## config.mk

```make
export PLATFORM = sky130hd
export DESIGN_NAME = mtrb_front
export DESIGN_NICKNAME = d
export VERILOG_FILES = /design/src/hw/rtl/mtrb_pkg.sv /design/src/hw/rtl/mtrb_front.sv
export VERILOG_INCLUDE_DIRS = /design/src /design/src/hw/rtl
export SDC_FILE = /design/constraint.sdc
export NUM_CORES = 1
export LEC_CHECK = 0
export BUFFER_PORTS_ARGS = -buffer_cell sky130_fd_sc_hd__buf_4
export CORE_AREA = 5 5 224 226
export CTS_BUF_LIST = sky130_fd_sc_hd__clkbuf_2 sky130_fd_sc_hd__clkbuf_4 sky130_fd_sc_hd__clkbuf_8
export DETAILED_ROUTE_END_ITERATION = 8
export DIE_AREA = 0 0 229 231
export GPL_TIMING_DRIVEN = 0
export PLACE_DENSITY = 0.59
export SETUP_SLACK_MARGIN = 0.05
export SLEW_MARGIN = 5
export SYNTH_ARGS = -nofsm -noshare
export SYNTH_HDL_FRONTEND = slang
export SYNTH_SLANG_ARGS = --single-unit
```

## constraint.sdc

```tcl
create_clock -name clk -period 3.3 [get_ports clk]
set_input_delay 0.165 -clock clk [delete_from_list [all_inputs] [get_ports clk]]
set_output_delay 0.165 -clock clk [all_outputs]
set_load 0.005 [all_outputs]
```

## src/hw/rtl/metric_trace_ring_buffer_top_macros.svh

```systemverilog
// Assertion macros shared by the trace ring buffer RTL.
// Each macro expects signals named clk and arst_n in the using module.
`ifndef METRIC_TRACE_RING_BUFFER_TOP_MACROS_SVH
`define METRIC_TRACE_RING_BUFFER_TOP_MACROS_SVH

// Consequent must hold in the same cycle as the antecedent.
`define MTRB_ASSERT_NOW(label, ante, cons) \
	label: assert property (@(posedge clk) disable iff (!arst_n) (ante) |-> (cons)) \
		else $error("assertion failed");

// Consequent must hold in the cycle after the antecedent.
`define MTRB_ASSERT_NEXT(label, ante, cons) \
	label: assert property (@(posedge clk) disable iff (!arst_n) (ante) |=> (cons)) \
		else $error("assertion failed");

// Consequent must hold later than the antecedent, not in the same cycle.
`define MTRB_ASSERT_AFTER2(label, ante, cons) \
	label: assert property (@(posedge clk) disable iff (!arst_n) (ante) |-> ##2 (cons)) \
		else $error("assertion failed");

`endif

```

## src/hw/rtl/mtrb_pkg.sv

```systemverilog
// Shared types and constants of the metric trace ring buffer.
// No dependencies; the top, front end, command queue and back end refer to it by scoped names.
package mtrb_pkg;

	localparam int RING_ENTRIES = 1024;
	localparam int SLOT_W = (RING_ENTRIES > 1) ? $clog2(RING_ENTRIES) : 1;

	typedef enum logic [1:0] {
		ST_WRITTEN    = 2'd0,
		ST_OVERFLOW   = 2'd1,
		ST_READ_OK    = 2'd2,
		ST_READ_EMPTY = 2'd3
	} status_t;

	typedef enum logic {
		OP_WRITE = 1'b0,
		OP_READ  = 1'b1
	} op_t;

	typedef struct packed {
		logic [7:0]         kind;
		logic [31:0]        process;
		logic signed [31:0] device;
		logic [63:0]        tstamp;
		logic [63:0]        value;
		logic [63:0]        addr;
	} rec_t;

	localparam int REC_W = $bits(rec_t);

	// Classified command handed from the front end to the back end.
	typedef struct packed {
		logic              is_write;
		status_t           status;
		logic [SLOT_W-1:0] slot;
		logic [31:0]       ovf_total;
		rec_t              rec;
	} cmd_t;

endpackage

```

## src/hw/rtl/mtrb_front.sv

```systemverilog
// Front end: accepts items, keeps the ring positions and overflow count,
// and classifies each item into a command. Depends on mtrb_pkg and the macros header.
`include "metric_trace_ring_buffer_top_macros.svh"

module mtrb_front (
	input  logic                clk,
	input  logic                arst_n,
	input  logic                start,
	input  logic                full,
	input  logic                op,
	input  logic [7:0]          metric_kind,
	input  logic [31:0]         process_id,
	input  logic signed [31:0]  device_index,
	input  logic [63:0]         time_ns,
	input  logic [63:0]         metric_value,
	input  logic [63:0]         address_tag,
	output logic                push,
	output mtrb_pkg::cmd_t      cmd
);

	logic [63:0]                 wpos_q;
	logic [63:0]                 rpos_q;
	logic [mtrb_pkg::SLOT_W-1:0] wslot_q;
	logic [mtrb_pkg::SLOT_W-1:0] rslot_q;
	logic [31:0]                 ovf_q;

	logic                        is_write;
	logic                        overflow;
	logic                        empty;
	logic [31:0]                 ovf_nxt;
	logic [mtrb_pkg::SLOT_W-1:0] wslot_nxt;
	logic [mtrb_pkg::SLOT_W-1:0] rslot_nxt;
	logic [63:0]                 lead;

	localparam logic [mtrb_pkg::SLOT_W-1:0] LAST_SLOT =
		mtrb_pkg::SLOT_W'(mtrb_pkg::RING_ENTRIES - 1);

	always_comb begin
		push     = start && !full;
		is_write = (op == mtrb_pkg::OP_WRITE);
		lead     = wpos_q - rpos_q;
		overflow = (lead >= 64'(mtrb_pkg::RING_ENTRIES));
		empty    = (rpos_q >= wpos_q);
		ovf_nxt  = (overflow && (ovf_q != '1)) ? ovf_q + 32'd1 : ovf_q;

		// A position wrapping past 2^64 restarts its slot at zero as well.
		if (wpos_q == '1 || wslot_q == LAST_SLOT) begin
			wslot_nxt = '0;
		end else begin
			wslot_nxt = wslot_q + mtrb_pkg::SLOT_W'(1);
		end
		if (rpos_q == '1 || rslot_q == LAST_SLOT) begin
			rslot_nxt = '0;
		end else begin
			rslot_nxt = rslot_q + mtrb_pkg::SLOT_W'(1);
		end

		cmd.is_write    = is_write;
		cmd.rec.kind    = metric_kind;
		cmd.rec.process = process_id;
		cmd.rec.device  = device_index;
		cmd.rec.tstamp  = time_ns;
		cmd.rec.value   = metric_value;
		cmd.rec.addr    = address_tag;
		if (is_write) begin
			cmd.status    = overflow ? mtrb_pkg::ST_OVERFLOW : mtrb_pkg::ST_WRITTEN;
			cmd.slot      = wslot_q;
			cmd.ovf_total = ovf_nxt;
		end else begin
			cmd.status    = empty ? mtrb_pkg::ST_READ_EMPTY : mtrb_pkg::ST_READ_OK;
			cmd.slot      = rslot_q;
			cmd.ovf_total = ovf_q;
		end
	end

	always_ff @(posedge clk or negedge arst_n) begin
		if (!arst_n) begin
			wpos_q  <= '0;
			rpos_q  <= '0;
			wslot_q <= '0;
			rslot_q <= '0;
			ovf_q   <= '0;
		end else if (push) begin
			if (is_write) begin
				wpos_q  <= wpos_q + 64'd1;
				wslot_q <= wslot_nxt;
				ovf_q   <= ovf_nxt;
			end else if (!empty) begin
				rpos_q  <= rpos_q + 64'd1;
				rslot_q <= rslot_nxt;
			end
		end
	end

	`MTRB_ASSERT_NEXT(a_ovf_monotonic, 1'b1, ovf_q >= $past(ovf_q))
	`MTRB_ASSERT_NEXT(a_read_holds_wpos, push && !is_write, $stable(wpos_q))

endmodule

```

==> metrics.csv <==
stage,metric,value,unit
yosys,Synth Area in XOR/XNOR,12.2,%
routing,vias per cell,4.97,
sta,Hold Slack,191,ps
routing,residual DRC count,0,
pwr,Lkg Pwr,0.0104,uW
yosys,Compound-Gate Fraction of Synth Area,13.2,%
setup_path,CP required,3130,ps
yosys,"Async S/R FF share, synth",100,%
sta,Max Freq,209,MHz
yosys,"Distinct cells, synth",92,
placed_design,Post-DP Area,19000,sq um
floorplan,DIE AREA,52900,sq um
routing,First-pass DRT Iterations,5,
setup_path,worst path cell trace,"inv_2, ha_4, buf_6, buf_6, nand3_1, nor3_1, o211ai_1, buf_4, o2111ai_4, o211ai_1, or3b_1, a32oi_2, nand4b_1, nor4_2, and4_4, a311oi_4, buf_6, buf_8, and2b_1, xor2_2, buf_4",
cells_and_area,Multi-input gate area,9920,sq um
cells_and_area,Final Util,45.6,%
routing,Routed Antenna Nets,0,
clocking,H-tree depth,4,
cells_and_area,layout cell share with drive strength beyond 1,46.0,%
setup_path,CP Data Arrival Time,4610,ps
yosys,Syn Inst Count,1878,
floorplan,Core ar.,48100,sq um
global_routing,global route overflow,0,
setup_path,"CP delay by family, top",simple AND/OR/NAND/NOR gates,
global_routing,vias in the first global route,14300,
setup_path,Startpoint Class,register,
routing,Routed wire per std cell,17.3,microns
floorplan,Initial Util,32.4,%
placed_design,HPWL after detailed placement,39.8,mm
setup_path,Critical path buffers and inverters,7,
sta,final setup vio count,127,
clocking,clk_lat worst skew,540,ps
clocking,TritonCTS buffer count,17,
yosys,Post-Syn Nets,2217,
sta,worst-margin pin slew,789,ps
routing,routed vias,14800,
cells_and_area,register area,4510,sq um
setup_path,worst-path maximum fanout,6,
worst_hold_path,worst min-delay path class,in -> async,
yosys,Post-Syn Area,15600,sq um
setup_path,slowest CP cell,dfrtp_1,
status,violated checks,setup timing,
yosys,area share of and/or/nand/nor cells after synthesis,21.5,%
yosys,"flops & latches, synth",180,
sta,fin. max-slew vios,0,
placed_design,IO buf count,313,
yosys,Area contributors post-synth,"dfrtp_1 (29%), buf_4 (13%), xnor2_1 (10%), ha_1 (5.5%), nand2_1 (4.8%)",
flow_run,MaxCap Viol Count,0,
yosys,post-synthesis adder-cell area fraction,5.66,%
yosys,mux cell area share after synthesis,1.72,%
floorplan,row count,81,
clocking,clock buffer depth,2,
yosys,Most used DFF post-synth,dfrtp_1,
setup_path,Worst Setup End Kind,output pin,
pwr,pwr dens,290,nW/um^2
yosys,largest family of logic cells by synthesized area,simple AND/OR/NAND/NOR gates,
sta,Final WS setup,-1480,ps
clocking,CTS tree,yes,
sta,clk_skew,25.0,ps
yosys,Synth area leader,dfrtp_1,
sta,final worst path period need,4780,ps
pwr,Worst VDD drop,0.000260,V
yosys,Syn Area/Cell,8.30,sq um
cells_and_area,fillcell total,4734,
status,status,"finished, violations left",
sta,RSZ-0062 raised after global routing,true,
clocking,clock net sink count,180,
global_routing,gr usage total,17.6,%
yosys,"Seq/Total Area, Yosys",28.9,%
sta,relative slew slack,47.0,%
clocking,root cell of the clock tree,clkbuf_8,
yosys,Yosys top cell area share,28.9,%
yosys,number of synthesized flops with an enable pin,0,
sta,Fin. Hold Viols,0,
setup_path,Crit path depth,21,
placed_design,GP Congestion,0.942,
floorplan,Die X,229,microns
yosys,most frequent cell after synthesis,buf_4,
routing,Iter 0 DRT Violations,975,
cells_and_area,Final #Nets,2677,
cells_and_area,total inserted antenna cells,0,
setup_path,crit path kind,reg -> out,
cells_and_area,design area,21900,sq um
setup_path,Worst path most repeated cell,buf_6,
sta,Final period util,145,%
floorplan,Vert. Die Dim,231,microns
cells_and_area,synthesis-to-layout area growth,40.7,%
routing,WL final,51.5,mm
global_routing,global-route wire length before repair,76.9,mm
global_routing,largest net degree at the start of global routing,111,
global_routing,initial antenna violation count,0,
floorplan,I/O pins,579,
yosys,Yosys Warn Count,0,
clocking,clock slew at reported path FFs,110,ps
yosys,Post-synth top cells,"buf_4 (273), nand2_1 (198), dfrtp_1 (180)",
setup_path,slowest cell delay on critical path,430,ps
setup_path,r2r worst-path depth,23,
-- final timing paths --
check,from,end,slack [ps]
worst max register to register,rpos_q[11]$_DFFE_PN0P_,ovf_q[5]$_DFFE_PN0P_,-950
max in group asynchronous,arst_n,wpos_q[49]$_DFFE_PN0P_,2120
worst max-delay path,rpos_q[11]$_DFFE_PN0P_,cmd[289],-1480
worst min-delay path,arst_n,rpos_q[11]$_DFFE_PN0P_,190
min in group clk,start,wpos_q[4]$_DFFE_PN0P_,350
worst min register to register,rpos_q[25]$_DFFE_PN0P_,rpos_q[25]$_DFFE_PN0P_,480
-- sequential cells by signal, summed over array words and instances (netlist names) --
signal and flops:
ovf_q 32, rpos_q 64, rslot_q 10, wpos_q 64, wslot_q 10
-- placed cells by master (no fill, tap or decap), types with 34 or more instances in the layout --
cell type / netlist / final
buf_4: 273 / 693
nand2_1: 198 / 174
dfrtp_1: 180 / 172
xnor2_1: 179 / 162
nor2_1: 112 / 91
inv_1: 87 / 77
nand4_1: 70 / 70
nand3_1: 76 / 62
a21oi_1: 99 / 57
o21ai_0: 83 / 55
and3_1: 45 / 43
a21oi_2: 3 / 39
ha_1: 69 / 38
buf_6: 4 / 34
xor2_1: 39 / 34
-- final cells by class --
type | count | area share, %
Inverter | 87 | 1.49
Clock buffer | 17 | 1.07
Timing Repair Buffer | 449 | 16.1
Buffer | 314 | 11.0
Sequential cell | 180 | 20.6
Tap cell | 622 | 3.55
Clock inverter | 15 | 0.935
Multi-Input combinational cell | 1289 | 45.2
-- per-stage QoR --
| step | worst slack (ps) | instances | power (uW) | TNS, ps |
|---|---|---|---|---|
| final | -1480 | 2973 | 6370 | -84730 |
| after global routing | -1660 | 2973 | 6730 | -110500 |
| after CTS | -1470 | 2903 | 6230 | -83900 |
| after detailed placement | -1390 | 2815 | 4280 | -152330 |
| after global placement | -1750 | 2813 | 4250 | -167060 |
| after floorplan | -179 | 1878 | 3580 | -4880 |
-- repair_timing --
item / CTS / global route
cloned: 1 / 4
pin swaps: 49 / 69
hold endpoints to repair: 70 / 0
hold buffers: 1 / 0
gates resized for setup: 160 / 185
buffers inserted: 58 / 72
endpoints found under the setup margin: 162 / 151
-- report_power, final --
group | leakage (uW) | internal, uW | switching (uW)
sequential | 0.00242 | 2340 | 180
clock | 0.000219 | 664 | 1010
combinational | 0.00772 | 1180 | 995
-- kinds of logic after synthesis --
logic type                 count (synthesis)
AOI/OAI and AO/OA                        317
muxes                                     24
adders and majority gates                 70
xor gates and xnor gates                 218
DFF                                      180
and+or+nand+nor                          660
buffers and inverters                    409
-- per-layer routing --
layer	wire [microns]	vias to the layer above	GRT usage, %
met2	25500	433	29.9
met3	2610	49	2.96
met1	22500	7153	23.5
met4	845	0	4.47
li1	-	7138	-
met5	0	-	0
No activity file was read; power rests on OpenSTA's default activity.
