`src/hw/rtl/metric_trace_ring_buffer_top_macros.svh`:
```
// Assertion macros shared by the trace ring buffer RTL.
// Each macro expects signals named clk and arst_n in the using module.
`ifndef METRIC_TRACE_RING_BUFFER_TOP_MACROS_SVH
`define METRIC_TRACE_RING_BUFFER_TOP_MACROS_SVH

// Consequent must hold in the same cycle as the antecedent.
`define MTRB_ASSERT_NOW(label, ante, cons) \
	label: assert property (@(posedge clk) disable iff (!arst_n) (ante) |-> (cons)) \
		else $error("assertion failed");

// Consequent must hold in the cycle after the antecedent.
`define MTRB_ASSERT_NEXT(label, ante, cons) \
	label: assert property (@(posedge clk) disable iff (!arst_n) (ante) |=> (cons)) \
		else $error("assertion failed");

// Consequent must hold later than the antecedent, not in the same cycle.
`define MTRB_ASSERT_AFTER2(label, ante, cons) \
	label: assert property (@(posedge clk) disable iff (!arst_n) (ante) |-> ##2 (cons)) \
		else $error("assertion failed");

`endif

```
`src/hw/rtl/mtrb_pkg.sv`:
```
// Shared types and constants of the metric trace ring buffer.
// No dependencies; the top, front end, command queue and back end refer to it by scoped names.
package mtrb_pkg;

	localparam int RING_ENTRIES = 1024;
	localparam int SLOT_W = (RING_ENTRIES > 1) ? $clog2(RING_ENTRIES) : 1;

	typedef enum logic [1:0] {
		ST_WRITTEN    = 2'd0,
		ST_OVERFLOW   = 2'd1,
		ST_READ_OK    = 2'd2,
		ST_READ_EMPTY = 2'd3
	} status_t;

	typedef enum logic {
		OP_WRITE = 1'b0,
		OP_READ  = 1'b1
	} op_t;

	typedef struct packed {
		logic [7:0]         kind;
		logic [31:0]        process;
		logic signed [31:0] device;
		logic [63:0]        tstamp;
		logic [63:0]        value;
		logic [63:0]        addr;
	} rec_t;

	localparam int REC_W = $bits(rec_t);

	// Classified command handed from the front end to the back end.
	typedef struct packed {
		logic              is_write;
		status_t           status;
		logic [SLOT_W-1:0] slot;
		logic [31:0]       ovf_total;
		rec_t              rec;
	} cmd_t;

endpackage

```
`src/hw/rtl/mtrb_cmd_queue.sv`:
```
// Two-entry command queue between the front end and the back end.
// Depends on mtrb_pkg and the macros header.
`include "metric_trace_ring_buffer_top_macros.svh"

module mtrb_cmd_queue (
	input  logic           clk,
	input  logic           arst_n,
	input  logic           push,
	input  mtrb_pkg::cmd_t push_cmd,
	input  logic           pop,
	output logic           full,
	output logic           head_valid,
	output mtrb_pkg::cmd_t head_cmd
);

	mtrb_pkg::cmd_t entry_q [2];
	logic           wr_ptr_q;
	logic           rd_ptr_q;
	logic [1:0]     count_q;
	logic           do_pop;

	assign full       = (count_q == 2'd2);
	assign head_valid = (count_q != 2'd0);
	assign head_cmd   = entry_q[rd_ptr_q];
	assign do_pop     = pop && head_valid;

	always_ff @(posedge clk) begin
		if (push) begin
			entry_q[wr_ptr_q] <= push_cmd;
		end
	end

	always_ff @(posedge clk or negedge arst_n) begin
		if (!arst_n) begin
			wr_ptr_q <= 1'b0;
			rd_ptr_q <= 1'b0;
			count_q  <= 2'd0;
		end else begin
			if (push) begin
				wr_ptr_q <= !wr_ptr_q;
			end
			if (do_pop) begin
				rd_ptr_q <= !rd_ptr_q;
			end
			case ({push, do_pop})
				2'b10:   count_q <= count_q + 2'd1;
				2'b01:   count_q <= count_q - 2'd1;
				default: count_q <= count_q;
			endcase
		end
	end

	`MTRB_ASSERT_NOW(a_no_push_when_full, push, !full)

endmodule

```
`config.mk`:
```
export PLATFORM = sky130hd
export DESIGN_NAME = mtrb_cmd_queue
export DESIGN_NICKNAME = d
export VERILOG_FILES = /design/src/hw/rtl/mtrb_pkg.sv /design/src/hw/rtl/mtrb_cmd_queue.sv
export VERILOG_INCLUDE_DIRS = /design/src /design/src/hw/rtl
export SDC_FILE = /design/constraint.sdc
export NUM_CORES = 1
export LEC_CHECK = 0
export BUFFER_PORTS_ARGS = -buffer_cell sky130_fd_sc_hd__buf_2
export CAP_MARGIN = 20
export CORE_AREA = 2 2 241 243
export CTS_BUF_LIST = sky130_fd_sc_hd__clkbuf_8
export DETAILED_ROUTE_END_ITERATION = 6
export DIE_AREA = 0 0 243 245
export RECOVER_POWER = 100
export SLEW_MARGIN = 5
export SYNTH_ARGS = -nofsm -noshare
export SYNTH_HDL_FRONTEND = slang
export SYNTH_SLANG_ARGS = --single-unit
```
`constraint.sdc`:
```
create_clock -name clk -period 31.5 [get_ports clk]
set_input_delay 6.3 -clock clk [delete_from_list [all_inputs] [get_ports clk]]
set_output_delay 6.3 -clock clk [all_outputs]
set_load 0.1 [all_outputs]
```
==> results of run 1 <==
==> worst max-delay path, delay by kind of cell <==
family	cells	cell delay (ns)
buffers and inverters	5	10.30
and+or+nand+nor	1	0.08
==> cell type report <==
cell class | count | area (um^2)
diodes | 11 | 27.5
clock buffers | 102 | 1400
clock inverters | 83 | 422
fillers | 5134 | 29400
inverters | 1 | 3.75
multi-input cells | 321 | 3580
flip-flops and latches | 622 | 18700
well taps | 765 | 957
repair buffers | 636 | 2630
==> cells in the mapped netlist <==
cell type,instances
buf_2,1
buf_6,33
ha_1,1
and2_1,2
inv_1,1
dfrtp_1,4
nor2b_1,1
edfxtp_1,618
xor2_1,3
nor2_1,2
mux2_2,309
or2_2,1
xnor2_1,2
==> state kept, by name (all words and copies together), names as in the netlist <==
| signal | cells |
|---|---|
| count_q | 2 |
| entry_q | 618 |
| rd_ptr_q | 1 |
| wr_ptr_q | 1 |
==> path summary, 6_finish.rpt <==
| path | start | endpoint | slack, ns | cells after the start |
|---|---|---|---|---|
| worst max register to register | wr_ptr_q | entry_q[0][238] | 19.80 | 4 |
| worst max-delay path | push | entry_q[0][238] | 14.41 | 6 |
| min in group asynchronous | arst_n | wr_ptr_q | 5.43 | 1 |
| max in group asynchronous | arst_n | rd_ptr_q | 25.87 | 1 |
| worst min-delay path | count_q[1] | count_q[1] | 0.50 | 1 |
| worst min register to register | count_q[1] | count_q[1] | 0.50 | 1 |
==> stage by stage <==
| stage | hold slack, ns | instances | instance area (um^2) |
|---|---|---|---|
| after floorplan | 0.448 | 978 | 22600 |
| after global placement | 0.477 | 2343 | 26400 |
| after detailed placement | 0.481 | 2345 | 26500 |
| after CTS | 0.493 | 2530 | 28300 |
| after global routing | 0.527 | 2537 | 27700 |
| final | 0.496 | 2541 | 27700 |
==> logic make-up (layout without fill, tap and decap cells) <==
family / count (synthesis) / count (layout) / share of synthesized area (%)
flip-flops: 622 / 622 / 82.5
multiplexers: 309 / 309 / 15.4
XOR/XNOR: 5 / 5 / 0.194
other: 0 / 11 / 0
buffers and inverters: 35 / 822 / 1.68
adder cells (fa/ha/maj): 1 / 1 / 0.0553
AND/OR/NAND/NOR: 6 / 6 / 0.144
==> metal layers <==
layer	wire length, um	share of wire [%]	vias to the layer above
li1	-	-	5382
met1	19300	36	5907
met2	27500	52	467
met3	4420	8.3	113
met4	1810	3.4	10
met5	58	0.11	-
==> flow_summary.ini, run 1 <==
[outcome]
outcome = finished with violations
violations = max-capacitance violations, max-slew violations

[clocking]
clkTransAtPathRegs_ns = 0.06
cts_setup_buffers = 0
cts_max_path_buffers = 3
htree_levels = 3
cts_tree = done
clock_latency_ns = 0.69
clock-root-buffer = clkbuf_8
postCtsHoldBufs = 0
numClockSinks = 622
numCtsBuffers = 102
ctsResizeCount = 0

[critical_path]
worstPathMaxFanout = 161
cp_cell_sequence = clkbuf_1 > inv_1 > nor2_4 > clkbuf_1 > clkbuf_1 > clkbuf_1
crit_path_start_kind = input pin
max_stage_delay_ns = 6.52
setup.worst_path.end_class = flip-flop
cpMaxStageDelayCell = clkbuf_1
required_ns = 31.48
critPathKind = in2reg
arrival_ns = 17.07
cp_common_cell = clkbuf_1

[route]
drtPass1Iterations = 4
first_iter_violations = 535
wl_per_cell_um = 20.9
final_antenna_net_count = 0
vias_per_cell = 4.67
num_vias = 11900
drt_wl_total_um = 53100
remaining_drc_errors = 0

[global_routing]
use_met3_pct = 6.33
grt_max_degree = 162
grt-ovfl-total = 0
grt_first_pass_wirelength_um = 75600
grt_use_met1_pct = 19.0
grt_use_met2_pct = 28.9
first_global_vias = 12600
antenna_found_initial = 14
grt_usage_pct = 17.2
top_usage_layer = met2

[placement]
pre_cts_slack_ns = 21.57
gp_congestion = 0.845
dp_hpwl_um = 36400
portBuffers = 623

[floorplanning]
die-area_mm2 = 0.0595
die_width_um = 243
io_pins = 624
core_area_mm2 = 0.0570
die_y_um = 245
initial_core_util_pct = 39.6
rows = 88

[yosys]
yosys-top-cells-area = edfxtp_1 (82%), mux2_2 (15%), buf_6 (1.6%)
yosysTopAreaCell = edfxtp_1
ys_ff_latch = 622
synth_cell_types = 13
syn_area_per_cell_um2 = 23.1
syn_inst = 978
yosys_warnings = 0
synth-seq-area-share_pct = 82.5
synth_area_mm2 = 0.0226
synth.top_cell.area_share_pct = 82.1
synth_nets = 1292

[timing]
hold_violations = 0
fmax_mhz = 58.5
tns_ns = 0
setup_violations = 0
finClkSkew_ns = 0.0385
period_share_pct = 54.3
finalMaxSlewViolations = 955
min_period_ns = 17.09
layout_setup_ws_ns = 14.41
grt_setup_unrepaired = no
worst_pin_slew_ns = 9.34
slew_headroom_pct = -523

[final_layout]
drive_gt1_share_pct = 33.8
final_util_pct = 48.5
most-common-layout-cells = edfxtp_1 (618), clkbuf_1 (444), mux2_2 (280), buf_2 (192), clkbuf_8 (102)
nNetsFinal = 1998
layout_commonest_cell = edfxtp_1
area_growth_pct = 22.4

[flow_run]
max_cap_viol_count = 15

[worst_hold_path]
worstHoldPathType = reg2reg
Power of run 1 is left out: the tool's default activity adds up to more than one toggle a clock period on the data nets, which glitch-free logic cannot reach.
==> inputs of run 2 (changes only) <==
- ABC_AREA: not set -> 1
- CORE_AREA: 2 2 241 243 -> 2 2 243 245
- DIE_AREA: 0 0 243 245 -> 0 0 245 247
- PLACE_DENSITY: not set -> 0.65
- clock period: 31.5 -> 14.75 ns (I/O delays scaled with it)
==> flow_summary.ini, run 2 <==
[outcome]
outcome = finished with violations
violations = max-capacitance violations, max-slew violations

[yosys]
syn_area_per_cell_um2 = 13.9
ys_ff_latch = 622
syn_inst = 1643
synth_cell_types = 16
synth_edf_count = 618
synth.top_cell.area_share_pct = 81.2
synth-main-ff-cell = edfxtp_1
synth_nets = 1957
synth_area_mm2 = 0.0229
yosys-top-cells-area = edfxtp_1 (81%), nand2_1 (15%), buf_4 (1.1%)
synth_most_common_cell = nand2_1
async_reset_ff_share_pct = 0.643
synth_common_cells = nand2_1 (936), edfxtp_1 (618), buf_4 (34), buf_6 (21), buf_2 (11)
yosys_warnings = 0
yosysTopAreaCell = edfxtp_1
synth-seq-area-share_pct = 81.6

[timing]
fmax_mhz = 97.0
finClkSkew_ns = 0.0255
grt_setup_unrepaired = no
worst_pin_slew_ns = 5.55
finalMaxSlewViolations = 557
min_period_ns = 10.31
period_share_pct = 69.9
setup_violations = 0
tns_ns = 0
slew_headroom_pct = -272
hold_violations = 0

[floorplanning]
io_pins = 624
core_area_mm2 = 0.0582
initial_core_util_pct = 39.2
die_y_um = 247
die_width_um = 245
rows = 89
die-area_mm2 = 0.0605

[route]
first_iter_violations = 750
drt_wl_total_um = 55400
wl_per_cell_um = 17.5
remaining_drc_errors = 0
num_vias = 14500
drtPass1Iterations = 5
final_antenna_net_count = 0
vias_per_cell = 4.56

[critical_path]
cp_cell_sequence = inv_8 > clkbuf_1 > nand2_1 > nand2_1 > clkbuf_1
setup.worst_path.end_class = output port
arrival_ns = 7.36
critPathKind = reg2out
worstRegToRegCells = 3
cpMaxStageDelayCell = clkbuf_1
path_depth = 5
worstPathMaxFanout = 144
max_stage_delay_ns = 3.10
crit_path_start_kind = flip-flop
critPathTopFamily = buffers and inverters
required_ns = 11.80
path_buf_inv = 3

[clocking]
cts_setup_buffers = 0
ctsResizeCount = 0
numClockSinks = 622
cts_tree = done
clock-root-buffer = clkbuf_8
postCtsHoldBufs = 0
numCtsBuffers = 97
htree_levels = 3
clock_latency_ns = 0.69
clkTransAtPathRegs_ns = 0.06
cts_max_path_buffers = 3

[global_routing]
top_usage_layer = met2
use_met3_pct = 5.75
grt_use_met2_pct = 30.3
grt-ovfl-total = 0
grt_usage_pct = 17.4
first_global_vias = 14000
grt_first_pass_wirelength_um = 80100
grt_use_met1_pct = 19.8
antenna_found_initial = 12
grt_max_degree = 165

[final_layout]
most-common-layout-cells = nand2_1 (936), edfxtp_1 (618), clkbuf_1 (452), buf_2 (176), clkbuf_8 (98)
largest_register_ffs = 618
nNetsFinal = 2622
fillers = 5339
drive_gt1_share_pct = 12.9
layout_commonest_cell = nand2_1
largest-register = entry_q
area_growth_pct = 21.9
reg_top3 = entry_q x618, count_q x2

[flow_run]
max_cap_viol_count = 8

[worst_hold_path]
worstHoldPathType = reg2reg
whs_path_depth = 2

[placement]
gp_congestion = 0.879
portBuffers = 623
dp_hpwl_um = 36900
## run 2: cell count changes after synthesis, sizes merged, moves of 2 or more
cell,previous run,this run
and2,2,0
buf,34,69
nand3,0,2
xor2,3,1
inv,1,8
mux2,309,0
nand2,0,936
## run 2: routing by layer
metal | vias to the layer above | share of wire, %
met4 | 4 | 2.7
met1 | 6911 | 37
li1 | 6935 | -
met3 | 95 | 8.1
met2 | 530 | 52
met5 | - | 0.043
## run 2: layout make-up
cell class,instances,area (um^2),share of cell area (%)
Inverter,8,38.8,0.139
Multi-Input combinational cell,944,3570,12.8
Sequential cell,622,18700,67.0
Timing Repair Buffer,635,2660,9.55
Tap cell,773,967,3.47
Antenna cell,10,25.0,0.0898
Clock inverter,83,591,2.12
Clock buffer,98,1350,4.84
## run 2: worst register-to-register path, delay by kind of cell, from the launching register on
family / cells / cell delay (ns)
DFF: 1 / 0.40
and+or+nand+nor: 1 / 1.54
buffers and inverters: 2 / 5.40
## run 2: logic make-up (layout without fill, tap and decap cells)
family	count (synthesis)	after routing	synth area share, %
buffers and inverters	77	824	2.75
other	0	10	0
and+or+nand+nor	941	941	15.5
DFF	622	622	81.6
xor gates and xnor gates	2	2	0.0767
adders and majority gates	1	1	0.0547
## run 2: worst paths after layout
kind / slack [ns] / start / end
max in group asynchronous: 12.39 / arst_n / count_q[0]
hold / removal: 0.49 / count_q[1] / count_q[1]
min in group asynchronous: 2.11 / arst_n / rd_ptr_q
hold reg to reg: 0.49 / count_q[1] / count_q[1]
setup reg to reg: 6.88 / wr_ptr_q / entry_q[0][138]
setup / recovery: 4.44 / rd_ptr_q / head_cmd[116]
## run 2: per-stage QoR
step | hold slack (ns) | worst slack [ns] | cells | cell area [um^2] | util (%)
after global routing | 0.527 | 3.81 | 3171 | 27800 | 47.8
after global placement | 0.453 | 8.58 | 2981 | 26500 | 45.4
after floorplan | 0.442 | 3.24 | 1643 | 22900 | -
after detailed placement | 0.485 | 8.56 | 2981 | 26500 | 45.4
final | 0.491 | 4.44 | 3173 | 27900 | 47.8
after CTS | 0.499 | 7.76 | 3162 | 28400 | 48.8
Power of run 2 is left out for the same reason.
